==> config.mk <==
export PLATFORM = sky130hd
export DESIGN_NAME = stalled_task_monitor_table_unit
export DESIGN_NICKNAME = d
export VERILOG_FILES = /design/src/design/stmt_pkg.sv /design/src/design/stalled_task_monitor_table_unit.sv /design/src/design/stmt_ram.sv
export SDC_FILE = /design/constraint.sdc
export NUM_CORES = 1
export LEC_CHECK = 0
export BUFFER_PORTS_ARGS = -buffer_cell sky130_fd_sc_hd__clkbuf_2
export CORE_ASPECT_RATIO = 1.4
export CORE_MARGIN = 2
export CORE_UTILIZATION = 37
export CTS_BUF_LIST = sky130_fd_sc_hd__clkbuf_4
export CTS_CLUSTER_DIAMETER = 60
export DETAILED_ROUTE_END_ITERATION = 10
export HOLD_SLACK_MARGIN = 0.03
export PLACE_DENSITY = 0.54
export SYNTH_ARGS = -nofsm -noshare
export SYNTH_HDL_FRONTEND = slang
export SYNTH_SLANG_ARGS = --single-unit
==> constraint.sdc <==
create_clock -name clk_i -period 19.8 [get_ports clk_i]
set_input_delay 3.96 -clock clk_i [delete_from_list [all_inputs] [get_ports clk_i]]
set_output_delay 3.96 -clock clk_i [all_outputs]
set_load 0.1 [all_outputs]
==> src/design/stmt_pkg.sv <==
// stmt_pkg: widths, codes and table size shared by the stalled task monitor table
// used by stalled_task_monitor_table_unit; the generic ram takes no package
`default_nettype none

package stmt_pkg;

  // table size and derived widths
  localparam int SLOTS    = 16;
  localparam int IDX_W    = $clog2(SLOTS);
  localparam int SCAN_W   = $clog2(SLOTS + 1);

  // field widths
  localparam int ID_W       = 22;
  localparam int SC_W       = 32;
  localparam int REC_W      = ID_W + SC_W;
  localparam int NAME_SLOTS = 16;
  localparam int NC_W       = 4;
  localparam int VERD_W     = 4;
  localparam int SLOT_W     = 4;

  // configuration port
  localparam int CFG_IDX_W  = 3;
  localparam int CFG_DATA_W = 4;

  localparam logic [CFG_IDX_W-1:0] CFG_DETECT_ENABLE = 3'd0;
  localparam logic [CFG_IDX_W-1:0] CFG_LIST_MODE     = 3'd1;
  localparam logic [CFG_IDX_W-1:0] CFG_NAME_COUNT    = 3'd2;
  localparam logic [CFG_IDX_W-1:0] CFG_WARNINGS_ON   = 3'd3;
  localparam logic [CFG_IDX_W-1:0] CFG_PANIC_ON      = 3'd4;

  // list modes
  localparam logic [1:0] LM_NONE  = 2'd0;
  localparam logic [1:0] LM_WHITE = 2'd1;
  localparam logic [1:0] LM_BLACK = 2'd2;

  // verdict codes
  localparam logic [VERD_W-1:0] V_DISABLED    = 4'd0;
  localparam logic [VERD_W-1:0] V_NOT_CHECKED = 4'd1;
  localparam logic [VERD_W-1:0] V_SKIPPED     = 4'd2;
  localparam logic [VERD_W-1:0] V_TABLE_FULL  = 4'd3;
  localparam logic [VERD_W-1:0] V_PROGRESS    = 4'd4;
  localparam logic [VERD_W-1:0] V_HUNG_SILENT = 4'd5;
  localparam logic [VERD_W-1:0] V_HUNG_REPORT = 4'd6;
  localparam logic [VERD_W-1:0] V_HUNG_PANIC  = 4'd7;
  localparam logic [VERD_W-1:0] V_CLEARED     = 4'd8;

endpackage

`default_nettype wire

==> src/design/stalled_task_monitor_table_unit.sv <==
// stalled_task_monitor_table_unit: top level of the stalled task monitor table
// depends on stmt_pkg and two stmt_ram instances (watch ids, record ids with counts)
//
// Usage: one request on the input channel per visited task (or one clear request).
// Every input request yields exactly one result request on the output channel.
// Both channels use valid and stall; a request moves on an edge with valid high
// and stall low. Configuration is a plain write port (enable, index, data).
// Sequencing: one request is worked on at a time by a sequencer around two rams with
// registered reads. Clear and disabled visits pass from idle to the emit state.
// An enabled visit runs through a bind step per bindable watch slot, a check step,
// the watch list walk and the record table scan, then hands the result over; each
// occupied table slot costs a ram read and a compare state. Free or unbound slots
// need no ram read.
// Reset: control and configuration registers and the table valid bits clear at once, so the
// tables read as empty; there is no clearing pass. A clear request empties them
// the same way. The output register holds a result while the receiver stalls; the
// next request is taken meanwhile and waits at the end of its work for the slot.
`default_nettype none

module stalled_task_monitor_table_unit (
  input  logic                              clk_i,
  input  logic                              rst_ni,
  // configuration write port
  input  logic                              cfg_we_i,
  input  logic [stmt_pkg::CFG_IDX_W-1:0]    cfg_index_i,
  input  logic [stmt_pkg::CFG_DATA_W-1:0]   cfg_data_i,
  // input channel
  input  logic                              in_valid_i,
  output logic                              in_stall_o,
  input  logic                              in_kind_i,
  input  logic [stmt_pkg::ID_W-1:0]         in_task_id_i,
  input  logic [stmt_pkg::ID_W-1:0]         in_group_id_i,
  input  logic [stmt_pkg::SC_W-1:0]         in_switch_count_i,
  input  logic                              in_frozen_or_skip_i,
  input  logic                              in_uninterruptible_i,
  input  logic [stmt_pkg::NAME_SLOTS-1:0]   in_name_match_mask_i,
  // output channel
  output logic                              out_valid_o,
  input  logic                              out_stall_i,
  output logic [stmt_pkg::VERD_W-1:0]       out_verdict_o,
  output logic [stmt_pkg::SLOT_W-1:0]       out_record_slot_o,
  output logic [stmt_pkg::ID_W-1:0]         out_reported_id_o
);

  import stmt_pkg::*;

  // sequencer states
  localparam logic [3:0] S_IDLE = 4'd0;
  localparam logic [3:0] S_BIND = 4'd1;
  localparam logic [3:0] S_CHECK = 4'd2;
  localparam logic [3:0] S_WREQ = 4'd3;
  localparam logic [3:0] S_WCMP = 4'd4;
  localparam logic [3:0] S_RREQ = 4'd5;
  localparam logic [3:0] S_RCMP = 4'd6;
  localparam logic [3:0] S_EMIT = 4'd7;

  // configuration registers
  logic            detect_enable_q;
  logic [1:0]      list_mode_q;
  logic [NC_W-1:0] name_count_q;
  logic            warnings_on_q;
  logic            panic_on_q;

  // control state
  logic [3:0]       state_q, state_d;
  logic [SCAN_W-1:0] i_q, i_d;
  logic [NC_W-1:0]  b_q, b_d;
  logic [IDX_W-1:0] free_q, free_d;
  logic             free_ok_q, free_ok_d;
  logic [SLOTS-1:0] wnz_q, wnz_d;
  logic [SLOTS-1:0] rnz_q, rnz_d;
  logic             out_valid_q, out_valid_d;

  // latched request payload
  logic [ID_W-1:0]       id_q;
  logic [ID_W-1:0]       grp_q;
  logic [SC_W-1:0]       cnt_q;
  logic                  frozen_q;
  logic                  unint_q;
  logic [NAME_SLOTS-1:0] mask_q;

  // pending result and output register
  logic [VERD_W-1:0] res_verd_q, res_verd_d;
  logic [IDX_W-1:0]  res_slot_q, res_slot_d;
  logic [VERD_W-1:0] out_verd_q;
  logic [SLOT_W-1:0] out_slot_q;
  logic [ID_W-1:0]   out_id_q;

  // ram ports
  logic             watch_we, watch_re;
  logic [IDX_W-1:0] watch_waddr;
  logic [ID_W-1:0]  watch_rdata;
  logic             rec_we, rec_re;
  logic [IDX_W-1:0] rec_waddr;
  logic [REC_W-1:0] rec_rdata;
  logic [ID_W-1:0]  rec_rid;
  logic [SC_W-1:0]  rec_rcnt;

  logic             in_acc;
  logic             out_load;
  logic [IDX_W-1:0] ridx;
  logic             scan_end;
  logic [NC_W-1:0]  limit;
  logic [VERD_W-1:0] hung_verd;

  assign in_acc   = in_valid_i && (state_q == S_IDLE);
  assign out_load = (state_q == S_EMIT) && (!out_valid_q || !out_stall_i);
  assign ridx     = i_q[IDX_W-1:0];
  assign scan_end = (i_q == SCAN_W'(SLOTS));
  assign rec_rid  = rec_rdata[REC_W-1:SC_W];
  assign rec_rcnt = rec_rdata[SC_W-1:0];

  // bindable watch slots: name_count capped at the table size
  assign limit = (SLOTS < NAME_SLOTS && name_count_q > NC_W'(SLOTS)) ? NC_W'(SLOTS)
                                                                     : name_count_q;

  // hung verdict from warning and panic switches
  assign hung_verd = !warnings_on_q ? V_HUNG_SILENT :
                     panic_on_q     ? V_HUNG_PANIC  : V_HUNG_REPORT;

  // configuration writes
  always_ff @(posedge clk_i or negedge rst_ni) begin
    if (!rst_ni) begin
      detect_enable_q <= 1'b0;
      list_mode_q     <= LM_NONE;
      name_count_q    <= '0;
      warnings_on_q   <= 1'b1;
      panic_on_q      <= 1'b0;
    end else if (cfg_we_i) begin
      case (cfg_index_i)
        CFG_DETECT_ENABLE: detect_enable_q <= cfg_data_i[0];
        CFG_LIST_MODE:     list_mode_q     <= cfg_data_i[1:0];
        CFG_NAME_COUNT:    name_count_q    <= NC_W'(cfg_data_i);
        CFG_WARNINGS_ON:   warnings_on_q   <= cfg_data_i[0];
        CFG_PANIC_ON:      panic_on_q      <= cfg_data_i[0];
        default: ;
      endcase
    end
  end

  // sequencer
  always_comb begin
    state_d     = state_q;
    i_d         = i_q;
    b_d         = b_q;
    free_d      = free_q;
    free_ok_d   = free_ok_q;
    wnz_d       = wnz_q;
    rnz_d       = rnz_q;
    res_verd_d  = res_verd_q;
    res_slot_d  = res_slot_q;
    watch_we    = 1'b0;
    watch_re    = 1'b0;
    watch_waddr = IDX_W'(b_q);
    rec_we      = 1'b0;
    rec_re      = 1'b0;
    rec_waddr   = ridx;
    out_valid_d = out_load || (out_valid_q && out_stall_i);

    case (state_q)
      S_IDLE: begin
        if (in_acc) begin
          res_slot_d = '0;
          if (in_kind_i) begin
            wnz_d      = '0;
            rnz_d      = '0;
            res_verd_d = V_CLEARED;
            state_d    = S_EMIT;
          end else if (!detect_enable_q) begin
            res_verd_d = V_DISABLED;
            state_d    = S_EMIT;
          end else begin
            b_d     = '0;
            state_d = S_BIND;
          end
        end
      end

      // bind matched watch slots to the task id, one slot a cycle
      S_BIND: begin
        if (b_q == limit) begin
          state_d = S_CHECK;
        end else begin
          if (mask_q[b_q]) begin
            watch_we           = 1'b1;
            wnz_d[IDX_W'(b_q)] = (id_q != '0);
          end
          b_d = b_q + 1'b1;
        end
      end

      // state and list filters that need no table
      S_CHECK: begin
        i_d       = '0;
        free_ok_d = 1'b0;
        if (!unint_q) begin
          res_verd_d = V_NOT_CHECKED;
          state_d    = S_EMIT;
        end else if (frozen_q || cnt_q == '0 || list_mode_q == LM_NONE ||
                     (list_mode_q == LM_WHITE && name_count_q == '0)) begin
          res_verd_d = V_SKIPPED;
          state_d    = S_EMIT;
        end else if (list_mode_q == LM_WHITE || list_mode_q == LM_BLACK) begin
          state_d = S_WREQ;
        end else begin
          state_d = S_RREQ;
        end
      end

      // watch list walk up to the first match or the first unbound slot
      S_WREQ: begin
        if (scan_end || !wnz_q[ridx]) begin
          i_d = '0;
          if (list_mode_q == LM_WHITE) begin
            res_verd_d = V_SKIPPED;
            state_d    = S_EMIT;
          end else begin
            state_d = S_RREQ;
          end
        end else begin
          watch_re = 1'b1;
          state_d  = S_WCMP;
        end
      end

      S_WCMP: begin
        if (watch_rdata == id_q ||
            (list_mode_q == LM_WHITE && watch_rdata == grp_q)) begin
          i_d = '0;
          if (list_mode_q == LM_WHITE) begin
            state_d = S_RREQ;
          end else begin
            res_verd_d = V_SKIPPED;
            state_d    = S_EMIT;
          end
        end else begin
          i_d     = i_q + 1'b1;
          state_d = S_WREQ;
        end
      end

      // record table scan: note the first free entry, stop at a hit
      S_RREQ: begin
        if (scan_end) begin
          if (free_ok_q) begin
            rec_we            = 1'b1;
            rec_waddr         = free_q;
            rnz_d[free_q]     = (id_q != '0);
            res_verd_d        = V_PROGRESS;
            res_slot_d        = free_q;
          end else begin
            res_verd_d = V_TABLE_FULL;
            res_slot_d = '0;
          end
          state_d = S_EMIT;
        end else if (!rnz_q[ridx]) begin
          if (!free_ok_q) begin
            free_d    = ridx;
            free_ok_d = 1'b1;
          end
          i_d = i_q + 1'b1;
        end else begin
          rec_re  = 1'b1;
          state_d = S_RCMP;
        end
      end

      S_RCMP: begin
        if (rec_rid == id_q) begin
          res_slot_d = ridx;
          if (rec_rcnt != cnt_q) begin
            rec_we     = 1'b1;
            res_verd_d = V_PROGRESS;
          end else begin
            res_verd_d = hung_verd;
          end
          state_d = S_EMIT;
        end else begin
          i_d     = i_q + 1'b1;
          state_d = S_RREQ;
        end
      end

      // hand the result to the output register once it is free
      S_EMIT: begin
        if (out_load) begin
          state_d = S_IDLE;
        end
      end

      default: begin
        state_d = S_IDLE;
      end
    endcase
  end

  // control registers
  always_ff @(posedge clk_i or negedge rst_ni) begin
    if (!rst_ni) begin
      state_q     <= S_IDLE;
      i_q         <= '0;
      b_q         <= '0;
      free_q      <= '0;
      free_ok_q   <= 1'b0;
      wnz_q       <= '0;
      rnz_q       <= '0;
      out_valid_q <= 1'b0;
    end else begin
      state_q     <= state_d;
      i_q         <= i_d;
      b_q         <= b_d;
      free_q      <= free_d;
      free_ok_q   <= free_ok_d;
      wnz_q       <= wnz_d;
      rnz_q       <= rnz_d;
      out_valid_q <= out_valid_d;
    end
  end

  // request payload latch
  always_ff @(posedge clk_i) begin
    if (in_acc) begin
      id_q     <= in_task_id_i;
      grp_q    <= in_group_id_i;
      cnt_q    <= in_switch_count_i;
      frozen_q <= in_frozen_or_skip_i;
      unint_q  <= in_uninterruptible_i;
      mask_q   <= in_name_match_mask_i;
    end
  end

  // pending result and output payload
  always_ff @(posedge clk_i) begin
    res_verd_q <= res_verd_d;
    res_slot_q <= res_slot_d;
    if (out_load) begin
      out_verd_q <= res_verd_q;
      out_slot_q <= SLOT_W'(res_slot_q);
      out_id_q   <= id_q;
    end
  end

  // watch id store
  stmt_ram #(
    .WIDTH (ID_W),
    .DEPTH (SLOTS)
  ) u_watch_ram (
    .clk_i   (clk_i),
    .we_i    (watch_we),
    .waddr_i (watch_waddr),
    .wdata_i (id_q),
    .re_i    (watch_re),
    .raddr_i (ridx),
    .rdata_o (watch_rdata)
  );

  // record store: task id with its last switch count
  stmt_ram #(
    .WIDTH (REC_W),
    .DEPTH (SLOTS)
  ) u_rec_ram (
    .clk_i   (clk_i),
    .we_i    (rec_we),
    .waddr_i (rec_waddr),
    .wdata_i ({id_q, cnt_q}),
    .re_i    (rec_re),
    .raddr_i (ridx),
    .rdata_o (rec_rdata)
  );

  assign in_stall_o        = (state_q != S_IDLE);
  assign out_valid_o       = out_valid_q;
  assign out_verdict_o     = out_verd_q;
  assign out_record_slot_o = out_slot_q;
  assign out_reported_id_o = out_id_q;

  // a clear request empties both tables on the next edge
  a_clear_empties: assert property (@(posedge clk_i) disable iff (!rst_ni)
    (in_valid_i && !in_stall_o && in_kind_i) |=> (wnz_q == '0 && rnz_q == '0))
    else $error("tables not empty after clear request");

  // record ram is never read and written in the same cycle
  a_rec_port: assert property (@(posedge clk_i) disable iff (!rst_ni)
    !(rec_we && rec_re))
    else $error("record ram read and write overlap");

  // only table verdicts carry a slot number
  a_slot_zero: assert property (@(posedge clk_i) disable iff (!rst_ni)
    (out_valid_o && (out_verdict_o == V_DISABLED || out_verdict_o == V_NOT_CHECKED ||
     out_verdict_o == V_SKIPPED || out_verdict_o == V_TABLE_FULL ||
     out_verdict_o == V_CLEARED)) |-> (out_record_slot_o == '0))
    else $error("slot set on a verdict without a table entry");

  // a hung task always has a nonzero id; id zero never gets a hung verdict
  a_hung_id: assert property (@(posedge clk_i) disable iff (!rst_ni)
    (out_valid_o && (out_verdict_o == V_HUNG_SILENT || out_verdict_o == V_HUNG_REPORT ||
     out_verdict_o == V_HUNG_PANIC)) |-> (out_reported_id_o != '0))
    else $error("hung verdict for task id zero");

  // a new result is loaded only into a free or draining output register
  a_no_overwrite: assert property (@(posedge clk_i) disable iff (!rst_ni)
    (state_q == S_EMIT && out_valid_q && out_stall_i) |=> (state_q == S_EMIT))
    else $error("result left the sequencer while output was stalled");

endmodule

`default_nettype wire

==> src/design/stmt_ram.sv <==
// stmt_ram: generic single write port, single read port ram with registered read
// depends on nothing; width and depth come from parameters
`default_nettype none

module stmt_ram #(
  parameter int WIDTH = 8,
  parameter int DEPTH = 16
) (
  input  logic                     clk_i,
  input  logic                     we_i,
  input  logic [$clog2(DEPTH)-1:0] waddr_i,
  input  logic [WIDTH-1:0]         wdata_i,
  input  logic                     re_i,
  input  logic [$clog2(DEPTH)-1:0] raddr_i,
  output logic [WIDTH-1:0]         rdata_o
);

  logic [WIDTH-1:0] mem_q [DEPTH];
  logic [WIDTH-1:0] rdata_q;

  // write port
  always_ff @(posedge clk_i) begin
    if (we_i) begin
      mem_q[waddr_i] <= wdata_i;
    end
  end

  // registered read port
  always_ff @(posedge clk_i) begin
    if (re_i) begin
      rdata_q <= mem_q[raddr_i];
    end
  end

  assign rdata_o = rdata_q;

endmodule

`default_nettype wire
# After elaboration in Yosys (flattened, before gate mapping)
# Memories as Yosys holds them, arrays and structs flattened. A register that Yosys moved wholly into a read port is not among the register bits.
# Cells that the tools add are included.
dict set report word_totals {
  ff_bits 192
  ram_bits 1216
  inputBits 107
  out_inout_bits 32
  mem_count 2
}
# memory depth word_bits rd rd_clocked_by_memory_dff write_ports line_no
set mem_list {}
lappend mem_list {u_rec_ram.mem_q 16 54 1 1 1 stmt_ram.sv:18} ;# logic [WIDTH-1:0] mem_q [DEPTH];
lappend mem_list {u_watch_ram.mem_q 16 22 1 1 1 stmt_ram.sv:18}
dict set report classes {
  n_addsub 2
  order_cmp 5
  eq_ne 40
  muxes 91
  bitwise 2
  reduce_logical 45
}
# op n
set ops {}
lappend ops {{2-to-1 mux 4 bit} 29}
lappend ops {{2-to-1 mux 16 bit} 6}
lappend ops {{equality test 22 bit} 3}
lappend ops {{case mux 16 bit (2 select lines)} 2}
lappend ops {{!= test 2 bit, second input constant} 18}
lappend ops {{bitwise mux 16 bit} 2}
lappend ops {{zero test 32 bit} 1}
lappend ops {{!= test 32 bit} 1}
lappend ops {{case mux 4 bit (8 select lines)} 1}
lappend ops {{2-to-1 mux 5 bit} 5}
lappend ops {{case mux 5 bit (5 select lines)} 1}
lappend ops {{2-to-1 mux 1 bit} 24}
lappend ops {{case mux 4 bit (6 select lines)} 1}
lappend ops {{nonzero test 22 bit} 1}
lappend ops {{AND reduction 5 bit} 4}
lappend ops {{2-to-1 mux 3 bit} 6}
lappend ops {{equality test 4 x 3 -> 1 bit, second input constant} 4}
lappend ops {{less-than comparator 4 x 5 -> 1 bit, second input constant} 3}
lappend ops {{binary-select mux 1 bit (select 4 bit)} 3}
lappend ops {{case mux 4 bit (3 select lines)} 1}
lappend ops {{2-to-1 mux 2 bit} 5}
lappend ops {{AND reduction 10 bit} 1}
lappend ops {{AND reduction 2 bit} 5}
lappend ops {{!= test 3 bit, second input constant} 3}
lappend ops {{other kinds (29)} 55}

# Depth between registers and ports, before layout
dict set report logic_depth {
  depth_word 8
  depth_mapped 14
  ltp_nobuf 8
}

# By module
# A second synthesis with hierarchy kept.
dict set report hier_totals {
  cells_unflattened 2712
  area_unflattened_um2 57254.9
}
# mod instances cells_per_inst area_each_um2
set by_module_without_submodules {}
lappend by_module_without_submodules {{stmt_ram at u_rec_ram} 1 1394 33983.8}
lappend by_module_without_submodules {{stmt_ram at u_watch_ram} 1 583 14042.2}
lappend by_module_without_submodules {stalled_task_monitor_table_unit 1 735 9228.9}

# Least setup slack after synthesis
# OpenSTA, ideal clock, no wires.
dict set report synth_path {
  path_type {register to register}
  start {register i_q[1]}
  end {memory u_rec_ram.mem_q[0][0] (netlist bit), enable pin}
  setup_ns 0.599
  t_arrival_ns 7.399
  setup_slack_ns 11.801
  stages_incl_launch_ff 11
  path_cell_list {dfrtp_1 buf_2 buf_4 buf_2 buf_1 inv_1 ha_1 and4bb_2 nand3_1 o21ai_0 nor4_1}
}
dict set report synth_via {
  elab_chain_len 5
  elab_cells_between_ends 8
  cone_classes {eq/ne: 1; mux: 7}
}
# element line_no
set synth_lines {}
lappend synth_lines {{from (decl)} stalled_task_monitor_table_unit.sv:66} ;# logic [SCAN_W-1:0] i_q, i_d;
lappend synth_lines {{from (signal assigned)} stalled_task_monitor_table_unit.sv:310} ;# i_q <= i_d;
lappend synth_lines {{equality test 5 bit} stalled_task_monitor_table_unit.sv:109} ;# assign scan_end = (i_q == SCAN_W'(SLOTS));
lappend synth_lines {{2-to-1 mux 1 bit} stalled_task_monitor_table_unit.sv:244} ;# if (scan_end) begin
lappend synth_lines {{case mux 1 bit (2 select lines)} stalled_task_monitor_table_unit.sv:160} ;# case (state_q)
lappend synth_lines {{2-to-1 mux 1 bit} stmt_ram.sv:23} ;# if (we_i) begin
lappend synth_lines {{2-to-1 mux 1 bit (implied by the code)} stmt_ram.sv:24} ;# mem_q[waddr_i] <= wdata_i;
lappend synth_lines {{to (decl)} stmt_ram.sv:18}
# Several ways; a longest one is shown, not always the timed one.

# Worst setup path after layout
dict set report layout_path {
  start {register state_q[2]}
  end {output in_stall_o}
}
dict set report layout_via {
  elab_chain_len 1
}
# element line_no
set layout_lines {}
lappend layout_lines {{from (decl)} stalled_task_monitor_table_unit.sv:65} ;# logic [3:0] state_q, state_d;
lappend layout_lines {{from (signal assigned)} stalled_task_monitor_table_unit.sv:309} ;# state_q <= state_d;
lappend layout_lines {{nonzero test 4 bit} stalled_task_monitor_table_unit.sv:371} ;# assign in_stall_o = (state_q != S_IDLE);
lappend layout_lines {{to (decl)} stalled_task_monitor_table_unit.sv:29} ;# output logic in_stall_o,
# No other way between the ends.

==> impl_metrics.tcl <==
set metrics [dict create \
    cap_violations 0 \
    max_freq_ghz 0.1440 \
    criticalPathCategory "register to primary output" \
    vias 28090 \
    tns_ns 0 \
    multi_input_area_um2 12410 \
    peakVddDrop_v 0.00008498 \
    nets 3128 \
    layout_commonest_cell "edfxtp_1" \
    drive_gt1_share_pct 37.70 \
    syn_nets 2643 \
    syn-instance-count 2528 \
    synthFlopType "edfxtp_1" \
    avgViaCountPerCell 5.331 \
    dieWidth_um 335.9 \
    cp_max_fo 34 \
    grt_pass1_vias 30980 \
    drt-total-wl_um 140700 \
    status "complete, no violations" \
    cp.arrival_ns 2.98 \
    final_area_um2 65100 \
    instances_no_fill 5268 \
    clkLatencyLatePin_ns 1.25 \
    seqCellArea_um2 44250 \
    period_share_pct 35.07 \
    synth_top_cell_by_area "edfxtp_1" \
    synth_cell_type_count 70 \
    clockBufferDepth 4 \
    nFillCells 13470 \
    synth_area_leaders "edfxtp_1 (75%), mux4_2 (15%), dfrtp_1 (2.5%)" \
    cts-root-buf "clkbuf_4" \
    synthArstFlopShare_pct 3.978 \
    timing.final.crit_period_ns 6.944 \
    drc 0 \
    postPlaceCellArea_um2 60540 \
    finalMaxSlewViolations 0 \
    setup_viol 0 \
    portBuffers 138 \
    drt_iter0_markers 2220 \
    hp-class "register to register" \
    ctsResizeCount 0 \
    finalClockSkew_ns 0.09826 \
    mostFrequentLayoutCells "edfxtp_1 (1424), clkbuf_4 (530), mux4_2 (389), clkbuf_2 (138), clkinv_1 (98)" \
    post_cts_buffers 0 \
    coreArea_um2 153100 \
    end_kind "primary output" \
    io_pins 139 \
    num_rows 170 \
    pre_cts_ws_ns 13.26 \
    max_slew_margin_pct 13.60 \
    cts_tree "yes" \
    hpwl_um 73150 \
    overflow 0 \
    p_leak_nw 20.63 \
    antenna_found_initial 2 \
    numCtsBuffers 379 \
    crit_required_ns 15.84 \
    syn_area_per_cell_um2 22.58 \
    grt_max_degree 155 \
    postCtsHoldBufs 0 \
    netlist.area_leader.share_pct 74.92 \
    die_y_um 468.7 \
    dp.cells 4610 \
    cts.sinks 1483 \
    ys_ff_latch 1483 \
    clk_pin_slew_ns 0.07 \
    power.density_nw_per_um2 119.9 \
    yosysSeqAreaShare_pct 77.51 \
    grt_pass1_wl_um 204300 \
    drt-pass1-iter-count 5 \
    areaGrowthSynthToFinish_pct 14.07 \
    hold_viol_final 0 \
    worst_slack_ns 12.86 \
    place_congestion 0.7708 \
    synth_area_um2 57070 \
    synth-edff-count 1424 \
    yosysWarnings 0 \
    tightest_slew_ns 1.296 \
    avgRoutedWirePerCell_um 26.70 \
    cts_max_level 5 \
    dieArea_um2 157500 \
    cp-start-kind "register" \
    antenna_left 0 \
    start_util_pct 37.27 \
    grtUsageTotal_pct 18.06 \
    rsz0062_at_grt "false" \
]
-- path summary, 6_finish.rpt --
check	depth (start not counted)	start	slack, ns	endpoint
worst min-delay path	0	res_verd_q[0]$_SDFFCE_PN0P_	0.43	out_verdict_o[0]$_DFFE_PP_
max in group asynchronous	2	rst_ni	16.26	i_q[3]$_DFFE_PN0P_
worst max-delay path	2	state_q[2]$_DFFE_PN0P_	12.86	in_stall_o
worst max register to register	5	i_q[0]$_DFFE_PN0P_	14.87	u_watch_ram.rdata_o[12]$_DFFE_PP_
min in group asynchronous	2	rst_ni	2.91	state_q[2]$_DFFE_PN0P_
worst min register to register	0	res_verd_q[0]$_SDFFCE_PN0P_	0.43	out_verdict_o[0]$_DFFE_PP_
-- critical path: stages (launching register included) --
cell and delay [ns]:
dfrtp_1 0.98, or3_1 0.29, clkbuf_2 0.48
-- metal layers --
layer | wire, um | part of all wire (%) | track usage, %
met5 | 12 | 0.0085 | 0
met4 | 2406 | 1.7 | 5.585
met3 | 7757 | 5.5 | 3.722
met2 | 75180 | 53 | 32.22
met1 | 55320 | 39 | 21.97
-- state kept, by name, indices dropped and copies added, names as in the netlist, 5 cells and up --
register,flops
grp_q,22
u_rec_ram.mem_q,864
u_rec_ram.rdata_o,54
id_q,22
rnz_q,16
cnt_q,32
i_q,5
u_watch_ram.mem_q,352
mask_q,16
out_reported_id_o,22
u_watch_ram.rdata_o,22
wnz_q,16
-- layout make-up --
cell class,count,share of cell area (%)
Multi-Input combinational cell,913,19.05
Clock buffer,530,6.111
Clock inverter,127,0.9033
Timing Repair Buffer,225,2.083
Sequential cell,1483,67.97
Antenna cell,1,0.003844
Tap cell,1978,3.801
Inverter,11,0.07495
-- per-stage QoR --
step	util, %	power, mW	hold WS [ns]
finish	42.51	7.808	0.4267
global route	42.51	8.190	0.4437
global placement	39.53	5.401	0.4234
floorplan	-	5.002	0.4003
detailed placement	39.53	5.435	0.4158
CTS	42.51	7.939	0.4193
-- cells in the mapped netlist, types with 3 or more instances --
master	instances
nand2_1	43
ha_1	8
xnor2_1	78
nor3_1	28
nor4_1	32
mux2_2	10
nor2b_1	16
mux4_2	389
nor3b_1	4
a22o_1	3
nand4_1	23
clkbuf_1	46
or2_2	4
a22oi_1	3
buf_2	47
nand3_1	17
o22ai_1	5
buf_1	24
xor2_1	25
or3_1	3
buf_6	3
nand2b_1	6
o21ai_1	33
nor2_1	65
o21ai_0	12
a31oi_1	6
dfrtp_1	58
a21o_1	3
mux2i_1	27
a21oi_1	25
inv_1	10
edfxtp_1	1424
-- cells by family after synthesis --
kind of cell / after synthesis / share of synthesized area [%]
buffers and inverters: 132 / 1.017
and+or+nand+nor: 259 / 2.394
DFF: 1483 / 77.51
AOI/OAI and AO/OA: 116 / 1.282
xor gates and xnor gates: 103 / 1.581
muxes: 427 / 16.04
adders and majority gates: 8 / 0.1754
-- power by group --
part | internal (mW) | switching [mW] | total [mW]
Combinational | 0.689 | 0.817 | 1.51
Clock | 1.27 | 1.20 | 2.48
Sequential | 3.66 | 0.168 | 3.83
No activity file was read; power rests on OpenSTA's default activity.
